### config.mk
export PLATFORM = sky130hd
export DESIGN_NAME = four_digit_display_scanner_core
export DESIGN_NICKNAME = d
export VERILOG_FILES = /design/src/design/fdds_pkg.sv /design/src/design/fdds_bin_split.sv /design/src/design/fdds_scan.sv /design/src/design/four_digit_display_scanner_core.sv
export SDC_FILE = /design/constraint.sdc
export NUM_CORES = 1
export LEC_CHECK = 0
export ABC_CLOCK_PERIOD_IN_PS = 6700
export BUFFER_PORTS_ARGS = -buffer_cell sky130_fd_sc_hd__buf_2
export CAP_MARGIN = 25
export CORE_ASPECT_RATIO = 0.5
export CORE_MARGIN = 10
export CORE_UTILIZATION = 59
export CTS_CLUSTER_DIAMETER = 40
export DETAILED_ROUTE_END_ITERATION = 10
export PLACE_DENSITY = 0.86
export RECOVER_POWER = 50
export SETUP_SLACK_MARGIN = 0.1
export SLEW_MARGIN = 10
export SYNTH_ARGS = -nofsm -noshare
export SYNTH_HDL_FRONTEND = slang
export SYNTH_SLANG_ARGS = --single-unit
### constraint.sdc
create_clock -name clk -period 6.7 [get_ports clk]
set_clock_uncertainty 0.2 [all_clocks]
set_input_delay 1.34 -clock clk [delete_from_list [all_inputs] [get_ports clk]]
set_output_delay 1.34 -clock clk [all_outputs]
set_load 0.02 [all_outputs]
### src/design/fdds_pkg.sv
`timescale 1ns / 1ps
// Shared types, constants and tables for the four-digit display scanner.
// No dependencies; fdds_bin_split, fdds_scan and the top level import this package.
package fdds_pkg;

	localparam int TICKS_PER_DIGIT = 20;
	localparam int CNT_W = 7;
	localparam logic [CNT_W-1:0] CNT_DIGIT1 = CNT_W'(TICKS_PER_DIGIT);
	localparam logic [CNT_W-1:0] CNT_DIGIT2 = CNT_W'(2 * TICKS_PER_DIGIT);
	localparam logic [CNT_W-1:0] CNT_DIGIT3 = CNT_W'(3 * TICKS_PER_DIGIT);
	localparam logic [CNT_W-1:0] CNT_DIGIT4 = CNT_W'(4 * TICKS_PER_DIGIT);

	localparam int VALUE_W = 14;
	localparam int CFG_DATA_W = 14;
	localparam int CFG_INDEX_W = 3;

	typedef enum logic [CFG_INDEX_W-1:0] {
		CFG_SOURCE_MODE   = 3'd0,
		CFG_DISPLAY_VALUE = 3'd1,
		CFG_THOUSANDS     = 3'd2,
		CFG_HUNDREDS      = 3'd3,
		CFG_TENS          = 3'd4,
		CFG_ONES          = 3'd5
	} cfg_reg_t;

	typedef enum logic [1:0] {
		POS_THOUSANDS = 2'd0,
		POS_HUNDREDS  = 2'd1,
		POS_TENS      = 2'd2,
		POS_ONES      = 2'd3
	} digit_pos_t;

	// Reciprocal multipliers, exact for every 14-bit value.
	localparam logic [13:0] DIV1000_MUL = 14'd8389;
	localparam int DIV1000_SHIFT = 23;
	localparam logic [12:0] DIV100_MUL = 13'd5243;
	localparam int DIV100_SHIFT = 19;
	localparam logic [15:0] DIV10_MUL = 16'd52429;
	localparam int DIV10_SHIFT = 19;

	localparam logic [4:0] DIGIT_MAX = 5'd9;

	localparam logic [6:0] SEG_TABLE [10] = '{
		7'h3F, 7'h06, 7'h5B, 7'h4F, 7'h66, 7'h6D, 7'h7D, 7'h07, 7'h7F, 7'h67
	};

	typedef struct packed {
		logic [4:0] thousands;
		logic [3:0] hundreds;
		logic [3:0] tens;
		logic [3:0] ones;
	} digits_t;

	typedef struct packed {
		logic    busy;
		digits_t digits;
	} split_status_t;

	typedef struct packed {
		logic fire;
		logic tick;
		logic source_mode;
	} scan_ctrl_t;

endpackage

### src/design/fdds_bin_split.sv
`timescale 1ns / 1ps
// Display value register and its two-stage split into decimal digits.
// Depends on fdds_pkg.
module fdds_bin_split import fdds_pkg::*; (
	input  logic               clk,
	input  logic               arst_n,
	input  logic               value_wr,
	input  logic [VALUE_W-1:0] value_in,
	output split_status_t      status
);

	logic [VALUE_W-1:0] value_q;
	logic [1:0]         pending_q;

	logic [27:0] prod_th;
	logic [26:0] prod_100;
	logic [29:0] prod_10;

	logic [4:0]         th_s1;
	logic [7:0]         q100_s1;
	logic [10:0]        q10_s1;
	logic [VALUE_W-1:0] value_s1;

	logic [7:0]         hund_full;
	logic [10:0]        tens_full;
	logic [VALUE_W-1:0] ones_full;

	digits_t digits_s2;

	assign prod_th  = 28'(value_q) * 28'(DIV1000_MUL);
	assign prod_100 = 27'(value_q) * 27'(DIV100_MUL);
	assign prod_10  = 30'(value_q) * 30'(DIV10_MUL);

	assign hund_full = q100_s1 - (8'({th_s1, 3'b000}) + 8'({th_s1, 1'b0}));
	assign tens_full = q10_s1 - (11'({q100_s1, 3'b000}) + 11'({q100_s1, 1'b0}));
	assign ones_full = value_s1 - ({q10_s1, 3'b000} + 14'({q10_s1, 1'b0}));

	always_ff @(posedge clk or negedge arst_n) begin
		if (!arst_n) begin
			value_q   <= '0;
			pending_q <= '0;
			th_s1     <= '0;
			q100_s1   <= '0;
			q10_s1    <= '0;
			value_s1  <= '0;
			digits_s2 <= '0;
		end else begin
			if (value_wr) begin
				value_q   <= value_in;
				pending_q <= 2'd2;
			end else if (pending_q != 2'd0) begin
				pending_q <= pending_q - 2'd1;
			end
			th_s1     <= prod_th[DIV1000_SHIFT +: 5];
			q100_s1   <= prod_100[DIV100_SHIFT +: 8];
			q10_s1    <= prod_10[DIV10_SHIFT +: 11];
			value_s1  <= value_q;
			digits_s2 <= '{thousands: th_s1, hundreds: hund_full[3:0],
				tens: tens_full[3:0], ones: ones_full[3:0]};
		end
	end

	assign status = '{busy: (pending_q != 2'd0), digits: digits_s2};

endmodule

### src/design/fdds_scan.sv
`timescale 1ns / 1ps
// Tick counter, digit selection and segment encoding with the held result.
// Depends on fdds_pkg.
module fdds_scan import fdds_pkg::*; (
	input  logic       clk,
	input  logic       arst_n,
	input  scan_ctrl_t ctrl,
	input  digits_t    manual_digits,
	input  digits_t    split_digits,
	output logic [3:0] digit_enable,
	output logic [6:0] segments,
	output logic       refreshed
);

	logic [CNT_W-1:0] cnt_q;
	logic [3:0]       enable_q;
	logic [6:0]       segments_q;
	logic             refreshed_q;

	logic [CNT_W-1:0] cnt_inc;
	logic             hit;
	logic             wrap;
	digit_pos_t       pos;
	digits_t          src;
	logic [4:0]       digit;
	logic [6:0]       seg_new;

	assign cnt_inc = cnt_q + CNT_W'(1);
	assign src     = ctrl.source_mode ? manual_digits : split_digits;
	assign wrap    = (cnt_inc == CNT_DIGIT4);

	always_comb begin
		hit = 1'b1;
		pos = POS_ONES;
		priority if (cnt_inc == CNT_DIGIT1) begin
			pos = POS_THOUSANDS;
		end else if (cnt_inc == CNT_DIGIT2) begin
			pos = POS_HUNDREDS;
		end else if (cnt_inc == CNT_DIGIT3) begin
			pos = POS_TENS;
		end else if (wrap) begin
			pos = POS_ONES;
		end else begin
			hit = 1'b0;
		end
	end

	always_comb begin
		unique case (pos)
			POS_THOUSANDS: digit = src.thousands;
			POS_HUNDREDS:  digit = 5'(src.hundreds);
			POS_TENS:      digit = 5'(src.tens);
			POS_ONES:      digit = 5'(src.ones);
			default:       digit = 5'(src.ones);
		endcase
	end

	assign seg_new = (digit <= DIGIT_MAX) ? SEG_TABLE[digit[3:0]] : segments_q;

	always_ff @(posedge clk or negedge arst_n) begin
		if (!arst_n) begin
			cnt_q       <= '0;
			enable_q    <= '0;
			segments_q  <= '0;
			refreshed_q <= 1'b0;
		end else if (ctrl.fire) begin
			refreshed_q <= ctrl.tick && hit;
			if (ctrl.tick) begin
				cnt_q <= wrap ? '0 : cnt_inc;
				if (hit) begin
					enable_q   <= 4'b0001 << pos;
					segments_q <= seg_new;
				end
			end
		end
	end

	assign digit_enable = enable_q;
	assign segments     = segments_q;
	assign refreshed    = refreshed_q;

endmodule

### src/design/four_digit_display_scanner_core.sv
`timescale 1ns / 1ps
// Top level of the four-digit display scanner: configuration registers,
// input register and handshake control. Depends on fdds_pkg, fdds_bin_split and fdds_scan.
//
// Usage: each word on the input channel carries one bit, tick. A word with tick set
// advances the scan counter; every twentieth tick moves the one-hot digit enable to
// the next position and loads that digit's segment pattern; a digit above nine keeps
// the old pattern. Every accepted word gives exactly one result word with the held
// enable, the held segments and a refreshed flag. An accepted word waits in the input
// register until it fires, and its result is then registered with out_valid. One word
// per cycle is sustained while the receiver does not stall and no split refresh runs.
// A write of the display value starts a refresh of the decimal split in fdds_bin_split;
// words already held wait in the input register during it. While the receiver stalls,
// the result register holds its word and in_stall rises once the input register is
// full, so no word is lost. Reset clears all registers, the counter, the enable (no
// digit selected) and the segments (all off); the output channel then shows no valid word.
module four_digit_display_scanner_core import fdds_pkg::*; (
	input  logic                   clk,
	input  logic                   arst_n,
	input  logic                   in_valid,
	output logic                   in_stall,
	input  logic                   tick,
	output logic                   out_valid,
	input  logic                   out_stall,
	output logic [3:0]             digit_enable,
	output logic [6:0]             segments,
	output logic                   refreshed,
	input  logic                   cfg_write,
	input  logic [CFG_INDEX_W-1:0] cfg_index,
	input  logic [CFG_DATA_W-1:0]  cfg_data
);

	logic    source_mode_q;
	digits_t manual_q;
	logic    valid_s1;
	logic    tick_s1;
	logic    out_valid_q;
	logic    fire;
	logic    value_wr;

	split_status_t split_status;
	scan_ctrl_t    scan_ctrl;

	assign value_wr  = cfg_write && (cfg_index == CFG_DISPLAY_VALUE);
	assign fire      = valid_s1 && !split_status.busy && (!out_valid_q || !out_stall);
	assign in_stall  = valid_s1 && !fire;
	assign scan_ctrl = '{fire: fire, tick: tick_s1, source_mode: source_mode_q};

	always_ff @(posedge clk or negedge arst_n) begin
		if (!arst_n) begin
			source_mode_q <= 1'b0;
			manual_q      <= '0;
		end else if (cfg_write) begin
			unique case (cfg_index)
				CFG_SOURCE_MODE:   source_mode_q      <= cfg_data[0];
				CFG_DISPLAY_VALUE: source_mode_q      <= source_mode_q;
				CFG_THOUSANDS:     manual_q.thousands <= 5'(cfg_data[3:0]);
				CFG_HUNDREDS:      manual_q.hundreds  <= cfg_data[3:0];
				CFG_TENS:          manual_q.tens      <= cfg_data[3:0];
				CFG_ONES:          manual_q.ones      <= cfg_data[3:0];
				default:           manual_q           <= manual_q;
			endcase
		end
	end

	always_ff @(posedge clk or negedge arst_n) begin
		if (!arst_n) begin
			valid_s1    <= 1'b0;
			tick_s1     <= 1'b0;
			out_valid_q <= 1'b0;
		end else begin
			if (in_valid && !in_stall) begin
				valid_s1 <= 1'b1;
				tick_s1  <= tick;
			end else if (fire) begin
				valid_s1 <= 1'b0;
			end
			if (fire) begin
				out_valid_q <= 1'b1;
			end else if (!out_stall) begin
				out_valid_q <= 1'b0;
			end
		end
	end

	fdds_bin_split u_split (
		.clk      (clk),
		.arst_n   (arst_n),
		.value_wr (value_wr),
		.value_in (cfg_data[VALUE_W-1:0]),
		.status   (split_status)
	);

	fdds_scan u_scan (
		.clk           (clk),
		.arst_n        (arst_n),
		.ctrl          (scan_ctrl),
		.manual_digits (manual_q),
		.split_digits  (split_status.digits),
		.digit_enable  (digit_enable),
		.segments      (segments),
		.refreshed     (refreshed)
	);

	assign out_valid = out_valid_q;

endmodule

==> metrics.cfg, run 1 <==
[finish]
num_antenna_cells = 0
fill_cells = 1410
fin_nets = 1560
multi_input_area_um2 = 8262
final_common_cell = inv_1
final_layout_size_suffix_gt1_frac = 0.09294
layout_common_cells = inv_1, ha_1, fa_1
seq_area_um2 = 2227
area_delta_synth_final_pct = 6.420

[sta]
finalSetupViolCount = 0
slew_violations = 92
period_needed_ns = 5.780
tns_ns = 0
grt_setup_unrepaired = no
finalCritPeriodShare = 0.8627
fmax_mhz = 173.0
hold_viol = 0
worst_pin_slew_ns = 3.438
max_slew_margin = -1.292

[yosys]
yosys_warnings = 0
syn_area_per_cell_um2 = 10.38
ys_ff_latch = 89
syn_inst = 1119
yosys.area.top_type = ha_1
yosys-top-cells-area = ha_1, fa_1, dfrtp_1, inv_1, xnor2_1
synth_edf_count = 0
synth-async-reset-ratio = 1.000
synthesis.nets = 1522
yosysTopAreaCellShare = 0.2693
ys_types = 66
synth_area_um2 = 11610
synth-main-ff-cell = dfrtp_1
ys_seq_area_frac = 0.1917

[drt]
ant_nets = 0
finalWirelength_um = 26410
via_count = 7884
first_iter_violations = 502
viasPerCell = 5.521
routedWlPerCell_um = 18.49
drc = 0
drt_first_pass_iters = 5

[worst_setup_path]
cp_slowest_cell = dfrtp_1
crit_top_cell = inv_1
worstSetupStartpointType = register
crit_chain = inv_1, ha_1, inv_1, ha_1, inv_1, fa_1, fa_1, inv_1, fa_1, inv_1, fa_1, inv_1, ha_1, o41ai_1, a31oi_1, a21oi_1, xnor2_1
max_stage_delay_ns = 0.73
crit_arrival_ns = 5.86
crit_type = reg -> reg
cp_max_fo = 9
endpoint_kind = register
critPathRequiredTime_ns = 6.78

[global_route]
grt_pass1_vias = 8793
antenna_found_initial = 0
grt_pass1_wl_um = 44040
overflow = 0
grt_usage = 0.2127
grt_start_max_net_pins = 63

[clocking]
htreeDepth = 3
clock-root-buffer = clkbuf_16
cts_setup_buffers = 0
numCtsBuffers = 9
clock_latency_ns = 0.36
cts_resized = 0
clk_pin_slew_ns = 0.07
cts_tree = done
cts_num_sinks = 89
hold_buffers = 0
cts_buffer_depth = 2

[min_path]
hp-class = reg -> reg

[place]
io_buffers = 36
dp_hpwl_um = 21990
gp_congestion = 1.026

[floorplan]
core.rowCount = 36
start_util = 0.5983
fp.dieW_um = 218.4
coreArea_um2 = 19410
die_h_um = 119.2
fp.dieArea_um2 = 26040
io_pins = 37

[outcome]
status = finished with violations
violations = max-capacitance violations, max-slew violations

[flow_run]
max_cap_violations = 2

## per-layer routing
layer | track usage | part of all wire | vias up
met4 | 0.08107 | 0.030 | 0
met1 | 0.2475 | 0.40 | 3955
li1 | - | - | 3670
met2 | 0.3820 | 0.51 | 208
met3 | 0.03992 | 0.062 | 51
met5 | 0 | 0 | -
## critical path, delay by kind of cell (launching register included)
family / cells / cell delay [ns]
AO/OA/AOI/OAI: 3 / 1.03
buffers and inverters: 6 / 0.64
flip-flops: 1 / 0.73
adder cells (fa/ha/maj): 7 / 2.94
XOR/XNOR: 1 / 0.15
## cell usage after synthesis, drive strengths merged (5+ instances only)
cell type  count
nand3         10
nand4          6
xnor2         37
xor2          12
o21a           8
inv          282
o21ai         30
a211oi         7
nor2b          5
clkbuf         6
nand2         68
a21o          14
mux2i         12
nor2          27
mux2          34
dfrtp         89
fa           130
ha           250
a21oi         19
buf            7
nor3          10
## kinds of logic (layout without fill, tap and decap cells)
kind of cell             after synthesis  after routing  synth area share
multiplexers                          46             46           0.04557
XOR/XNOR                              49             49           0.03695
buffers and inverters                295            338           0.09738
AND/OR/NAND/NOR                      149            149           0.06399
flip-flops                            89             89            0.1917
adder cells (fa/ha/maj)              380            380            0.4934
AO/OA/AOI/OAI                        111            111           0.07099
## layout make-up
| type | count | area share |
|---|---|---|
| timing repair buffer | 40 | 0.01630 |
| clock buffer | 10 | 0.01852 |
| multi-input combinational | 735 | 0.6684 |
| tap | 266 | 0.02693 |
| sequential | 89 | 0.1802 |
| inverter | 282 | 0.08564 |
| clock inverter | 6 | 0.004049 |
## metrics by stage
step	instances	utilization	area, um2	hold slack [ns]	worst slack (ns)
2_1_floorplan	1119	-	11610	0.1312	1.226
3_3_place_gp	1411	0.6225	12090	0.1357	1.239
3_5_place_dp	1412	0.6239	12110	0.1465	1.078
4_1_cts	1428	0.6383	12390	0.1743	1.021
5_1_grt	1428	0.6367	12360	0.1744	0.3810
6_report	1428	0.6367	12360	0.1769	0.9200
## flip-flops by register name, summed over array words and instances (netlist names)
| signal | cells |
|---|---|
| u_split.status | 17 |
| manual_q | 16 |
| u_split.value_q | 14 |
| u_scan.cnt_q | 7 |
| u_scan.segments | 7 |
| u_split.th_s1 | 5 |
| u_scan.digit_enable | 4 |
| u_split.q100_s1 | 4 |
| u_split.q10_s1 | 4 |
| u_split.value_s1 | 4 |
| u_split.pending_q | 2 |
| out_valid | 1 |
| source_mode_q | 1 |
| tick_s1 | 1 |
| u_scan.refreshed | 1 |
| valid_s1 | 1 |
## final timing paths
check / startpoint / endpoint / slack (ns) / depth (start not counted)
max: u_split.value_q[3]$_DFFE_PN0P_ / u_split.q10_s1[3]$_DFF_PN0_ / 0.92 / 17
min: u_split.th_s1[4]$_DFF_PN0_ / u_split.status[16]$_DFF_PN0_ / 0.18 / 0
max reg2reg: u_split.value_q[3]$_DFFE_PN0P_ / u_split.q10_s1[3]$_DFF_PN0_ / 0.92 / 17
min reg2reg: u_split.th_s1[4]$_DFF_PN0_ / u_split.status[16]$_DFF_PN0_ / 0.18 / 0
max in group asynchronous: arst_n / u_split.q100_s1[2]$_DFF_PN0_ / 1.23 / 2
min in group asynchronous: arst_n / u_scan.refreshed$_DFFE_PN0P_ / 1.14 / 1
Power of run 1 is not shown: default switching activity piles up to over one toggle a cycle in this logic, so the estimate is an artifact.
==> run 2: changes to the inputs <==
Settings changed: RECOVER_POWER 50 to 25.
==> metrics.cfg, run 2 (same netlist as run 1, synthesis figures left out) <==
[worst_setup_path]
crit_top_cell = inv_1
r2r_cells = 17  ; unchanged
crit_family = adder cells
worstSetupStartpointType = register
endpoint = u_split.q10_s1[3]$_DFF_PN0_
crit_chain = inv_1, ha_1, inv_1, ha_1, inv_1, fa_1, fa_1, inv_1, fa_1, inv_1, fa_1, inv_1, ha_1, o41ai_1, a31oi_1, a21oi_1, xnor2_1
critPathRequiredTime_ns = 6.78  ; about the same
crit_arrival_ns = 5.86  ; about the same
crit_cells = 17  ; unchanged
r2r_slack_ns = 0.92  ; about the same
cp_slowest_cell = dfrtp_1
max_stage_delay_ns = 0.73  ; about the same
endpoint_kind = register
crit_start = u_split.value_q[3]$_DFFE_PN0P_
r2r_start = u_split.value_q[3]$_DFFE_PN0P_
crit_type = reg -> reg
crit_buf_inv = 6  ; unchanged
cp_max_fo = 9  ; unchanged
worstReg2RegEnd = u_split.q10_s1[3]$_DFF_PN0_

[drt]
via_count = 7890  ; +0.076%
drt_first_pass_iters = 5  ; unchanged
routedWlPerCell_um = 18.50  ; about the same
finalWirelength_um = 26420  ; about the same
ant_nets = 0  ; unchanged
first_iter_violations = 502  ; unchanged
viasPerCell = 5.525  ; about the same
drc = 0  ; unchanged

[outcome]
violations = max-capacitance violations, max-slew violations
status = finished with violations

[finish]
final_common_cell = inv_1
layout_common_cells = inv_1, ha_1, fa_1
fill_cells = 1407  ; -0.21%
final_layout_size_suffix_gt1_frac = 0.09380  ; +0.0008606
largest_reg_flops = 17  ; unchanged
fin_nets = 1560  ; unchanged
num_antenna_cells = 0  ; unchanged
area_delta_synth_final_pct = 6.625

[sta]
tns_ns = 0  ; unchanged
finalCritPeriodShare = 0.8627  ; about the same
hold_viol = 0  ; unchanged
finalSetupViolCount = 0  ; unchanged
worst_pin_slew_ns = 1.662  ; -1.777 ns
period_needed_ns = 5.780  ; +0.0003420 ns
grt_setup_unrepaired = no
max_slew_margin = -0.1078  ; +1.184
fmax_mhz = 173.0  ; about the same
slew_violations = 28  ; -70%

[clocking]
cts_resized = 0  ; unchanged
clock-root-buffer = clkbuf_16
cts_buffer_depth = 2  ; unchanged
hold_buffers = 0  ; unchanged
clk_pin_slew_ns = 0.07  ; about the same
numCtsBuffers = 9  ; unchanged
cts_num_sinks = 89  ; unchanged
clock_latency_ns = 0.36  ; about the same
htreeDepth = 3  ; unchanged
cts_tree = done
cts_setup_buffers = 0  ; unchanged

[global_route]
grt_pass1_vias = 8793  ; unchanged
overflow = 0  ; unchanged
grt_start_max_net_pins = 63  ; unchanged
grt_pass1_wl_um = 44040  ; unchanged
grt_usage = 0.2127  ; unchanged
antenna_found_initial = 0  ; unchanged

[floorplan]
core.rowCount = 36  ; unchanged
die_h_um = 119.2  ; unchanged
io_pins = 37  ; unchanged
coreArea_um2 = 19410  ; unchanged
start_util = 0.5983  ; unchanged
fp.dieW_um = 218.4  ; unchanged
fp.dieArea_um2 = 26040  ; unchanged

[min_path]
hp-class = reg -> reg
holdCritStartpoint = u_split.th_s1[4]$_DFF_PN0_

[flow_run]
max_cap_violations = 1  ; -1

[place]
io_buffers = 36  ; unchanged
dp_hpwl_um = 21990  ; unchanged
gp_congestion = 1.026  ; unchanged

==> run 2: cell types whose count changed in the layout (fill, tap and decap cells not counted), sizes merged <==
cell    before  now
buf         37   38
clkbuf      13   12
==> run 2: how the worst min path moves through the flow <==
stage | to | slack, ns | depth (start not counted)
floorplan | u_split.status[15]$_DFF_PN0_ | 0.13 | 0
global placement | u_split.status[16]$_DFF_PN0_ | 0.14 | 0
detailed placement | u_split.status[15]$_DFF_PN0_ | 0.15 | 0
CTS | u_split.status[16]$_DFF_PN0_ | 0.17 | 0
global route | u_split.status[15]$_DFF_PN0_ | 0.17 | 0
finish | u_split.status[16]$_DFF_PN0_ | 0.18 | 0
==> run 2: through the flow <==
| stage | setup slack (ns) | hold WS (ns) | area, um2 | utilization | instances |
|---|---|---|---|---|---|
| final | 0.9196 | 0.1769 | 12380 | 0.6379 | 1428 |
| after global routing | 0.6166 | 0.1744 | 12380 | 0.6379 | 1428 |
| after CTS | 1.021 | 0.1743 | 12390 | 0.6383 | 1428 |
| after detailed placement | 1.078 | 0.1465 | 12110 | 0.6239 | 1412 |
| after global placement | 1.239 | 0.1357 | 12090 | 0.6225 | 1411 |
| after floorplan | 1.226 | 0.1312 | 11610 | - | 1119 |
==> run 2: area by class of cell <==
type	count	area (um2)	share of cell area
inverters	282	1059	0.08547
clock buffers	10	229.0	0.01849
well taps	266	332.8	0.02687
repair buffers	40	225.2	0.01819
clock inverters	6	50.05	0.004041
multi-input cells	735	8262	0.6671
flip-flops and latches	89	2227	0.1798
==> run 2: layer usage <==
layer / up-vias / part of all wire / track usage
li1: 3668 / - / -
met1: 3961 / 0.40 / 0.2475
met2: 210 / 0.51 / 0.3820
met3: 51 / 0.062 / 0.03992
met4: 0 / 0.030 / 0.08107
met5: - / 0 / 0
Power of run 2 is left out for the same reason.
==> run 3: changes to the inputs <==
--- a/config.mk
+++ b/config.mk
@@ -11,3 +11,3 @@
 export CORE_ASPECT_RATIO = 0.5
-export CORE_MARGIN = 10
+export CORE_MARGIN = 1
 export CORE_UTILIZATION = 59
==> constraint.sdc (replaced) <==
create_clock -name clk -period 6.7 [get_ports clk]
set_clock_uncertainty 0.2 [all_clocks]
set_input_delay 1.005 -clock clk [delete_from_list [all_inputs] [get_ports clk]]
set_output_delay 1.005 -clock clk [all_outputs]
set_load 0.02 [all_outputs]
==> metrics.cfg, run 3 (same netlist as run 1, synthesis figures left out) <==
[worst_setup_path]
cp_slowest_cell = clkbuf_1
endpoint_kind = register
max_stage_delay_ns = 0.78  ; +0.05 ns
crit_type = reg -> reg
crit_arrival_ns = 5.88  ; +0.02 ns
crit_chain = clkbuf_1, inv_1, fa_1, inv_1, ha_1, fa_1, ha_1, inv_1, fa_1, inv_1, ha_1, a21oi_1, nor2b_1, a2111oi_0, o21ai_0, a21oi_1, o21bai_1, xor2_1
worstSetupStartpointType = register
cp_max_fo = 12  ; +3
crit_top_cell = inv_1
critPathRequiredTime_ns = 6.71  ; -0.07 ns

[finish]
final_core_util = 0.6603  ; +0.02234
layout_common_cells = inv_1, ha_1, fa_1
final_common_cell = inv_1
fin_nets = 1560  ; unchanged
area_delta_synth_final_pct = 7.045
fill_cells = 1346  ; -4.3%
largest_reg_flops = 17  ; unchanged
final_layout_size_suffix_gt1_frac = 0.09466  ; +0.0008606
num_antenna_cells = 0  ; unchanged

[clocking]
clk_pin_slew_ns = 0.07  ; about the same
numCtsBuffers = 9  ; unchanged
cts_setup_buffers = 0  ; unchanged
clock-root-buffer = clkbuf_16
htreeDepth = 3  ; unchanged
cts_num_sinks = 89  ; unchanged
clock_latency_ns = 0.35  ; about the same
cts_tree = done
hold_buffers = 0  ; unchanged
cts_buffer_depth = 2  ; unchanged
cts_resized = 0  ; unchanged

[place]
dp_hpwl_um = 21920  ; -0.32%
gp_congestion = 0.9477  ; -7.6%
io_buffers = 36  ; unchanged

[drt]
finalWirelength_um = 26050  ; -1.4%
viasPerCell = 5.560  ; +0.63%
first_iter_violations = 371  ; -26%
ant_nets = 0  ; unchanged
routedWlPerCell_um = 18.33  ; -0.91%
via_count = 7901  ; +0.14%
drc = 0  ; unchanged
drt_first_pass_iters = 7  ; +2

[global_route]
overflow = 0  ; unchanged
grt_start_max_net_pins = 48  ; -24%
grt_pass1_vias = 8692  ; -1.1%
grt_pass1_wl_um = 43690  ; -0.78%
antenna_found_initial = 1  ; +1
grt_usage = 0.2786  ; +0.06595

[outcome]
status = finished with violations
violations = max-capacitance violations, max-slew violations

[floorplan]
start_util = 0.6168  ; +0.01852
core.rowCount = 35  ; -2.8%
fp.dieArea_um2 = 20290  ; -22%
coreArea_um2 = 18830  ; -3.0%
die_h_um = 101.2  ; -15%
fp.dieW_um = 200.4  ; -8.2%
io_pins = 37  ; unchanged

[sta]
grt_setup_unrepaired = no
period_needed_ns = 5.876  ; +0.09587 ns
tns_ns = 0  ; unchanged
whs_ns = 0.1615  ; -0.01544 ns
hold_viol = 0  ; unchanged
max_slew_margin = -0.7034  ; -0.5956
fmax_mhz = 170.2  ; -1.6%
finalCritPeriodShare = 0.8771  ; +0.01431
worst_pin_slew_ns = 2.555  ; +0.8934 ns
slew_violations = 47  ; +68%
finalSetupViolCount = 0  ; unchanged

[min_path]
hp-class = reg -> reg

[flow_run]
max_cap_violations = 1  ; unchanged

## run 3: path summary, 6_finish.rpt
kind | from | end | slack, ns | depth (start not counted)
max | u_split.value_q[0]$_DFFE_PN0P_ | u_split.q100_s1[2]$_DFF_PN0_ | 0.82 | 18
min | u_split.th_s1[3]$_DFF_PN0_ | u_split.status[15]$_DFF_PN0_ | 0.16 | 0
max reg2reg | u_split.value_q[0]$_DFFE_PN0P_ | u_split.q100_s1[2]$_DFF_PN0_ | 0.82 | 18
min reg2reg | u_split.th_s1[3]$_DFF_PN0_ | u_split.status[15]$_DFF_PN0_ | 0.16 | 0
max in group asynchronous | arst_n | u_split.value_s1[0]$_DFF_PN0_ | 3.59 | 1
min in group asynchronous | arst_n | out_valid$_DFFE_PN0P_ | 1.25 | 1
## run 3: metal layers
layer	global-route usage	vias up	part of all wire
li1	-	3690	-
met1	0.3457	3936	0.42
met2	0.4931	216	0.49
met3	0.04537	59	0.054
met4	0.1186	0	0.036
met5	0	-	0
## run 3: critical path: cells and delay by family, from the launching register on
family / cells / cell delay (ns)
AOI/OAI and AO/OA: 5 / 1.15
xor gates and xnor gates: 1 / 0.37
adders and majority gates: 6 / 2.22
buffers and inverters: 5 / 1.40
DFF: 1 / 0.32
and+or+nand+nor: 1 / 0.06
## run 3: layout make-up
cell class	instances	area, um2	share of cell area
multi-input cells	735	8262	0.6645
flip-flops and latches	89	2227	0.1791
inverters	282	1059	0.08514
well taps	259	324.1	0.02606
clock buffers	10	239.0	0.01922
repair buffers	40	225.2	0.01811
clock inverters	6	97.59	0.007849
## run 3: through the flow
| stage | cells | setup WS, ns | cell area [um2] |
|---|---|---|---|
| floorplan | 1119 | 1.226 | 11610 |
| global placement | 1404 | 1.210 | 12080 |
| detailed placement | 1405 | 1.085 | 12100 |
| CTS | 1421 | 1.068 | 12440 |
| global route | 1421 | 0.5872 | 12430 |
| finish | 1421 | 0.8238 | 12430 |
Power of run 3 is left out for the same reason.
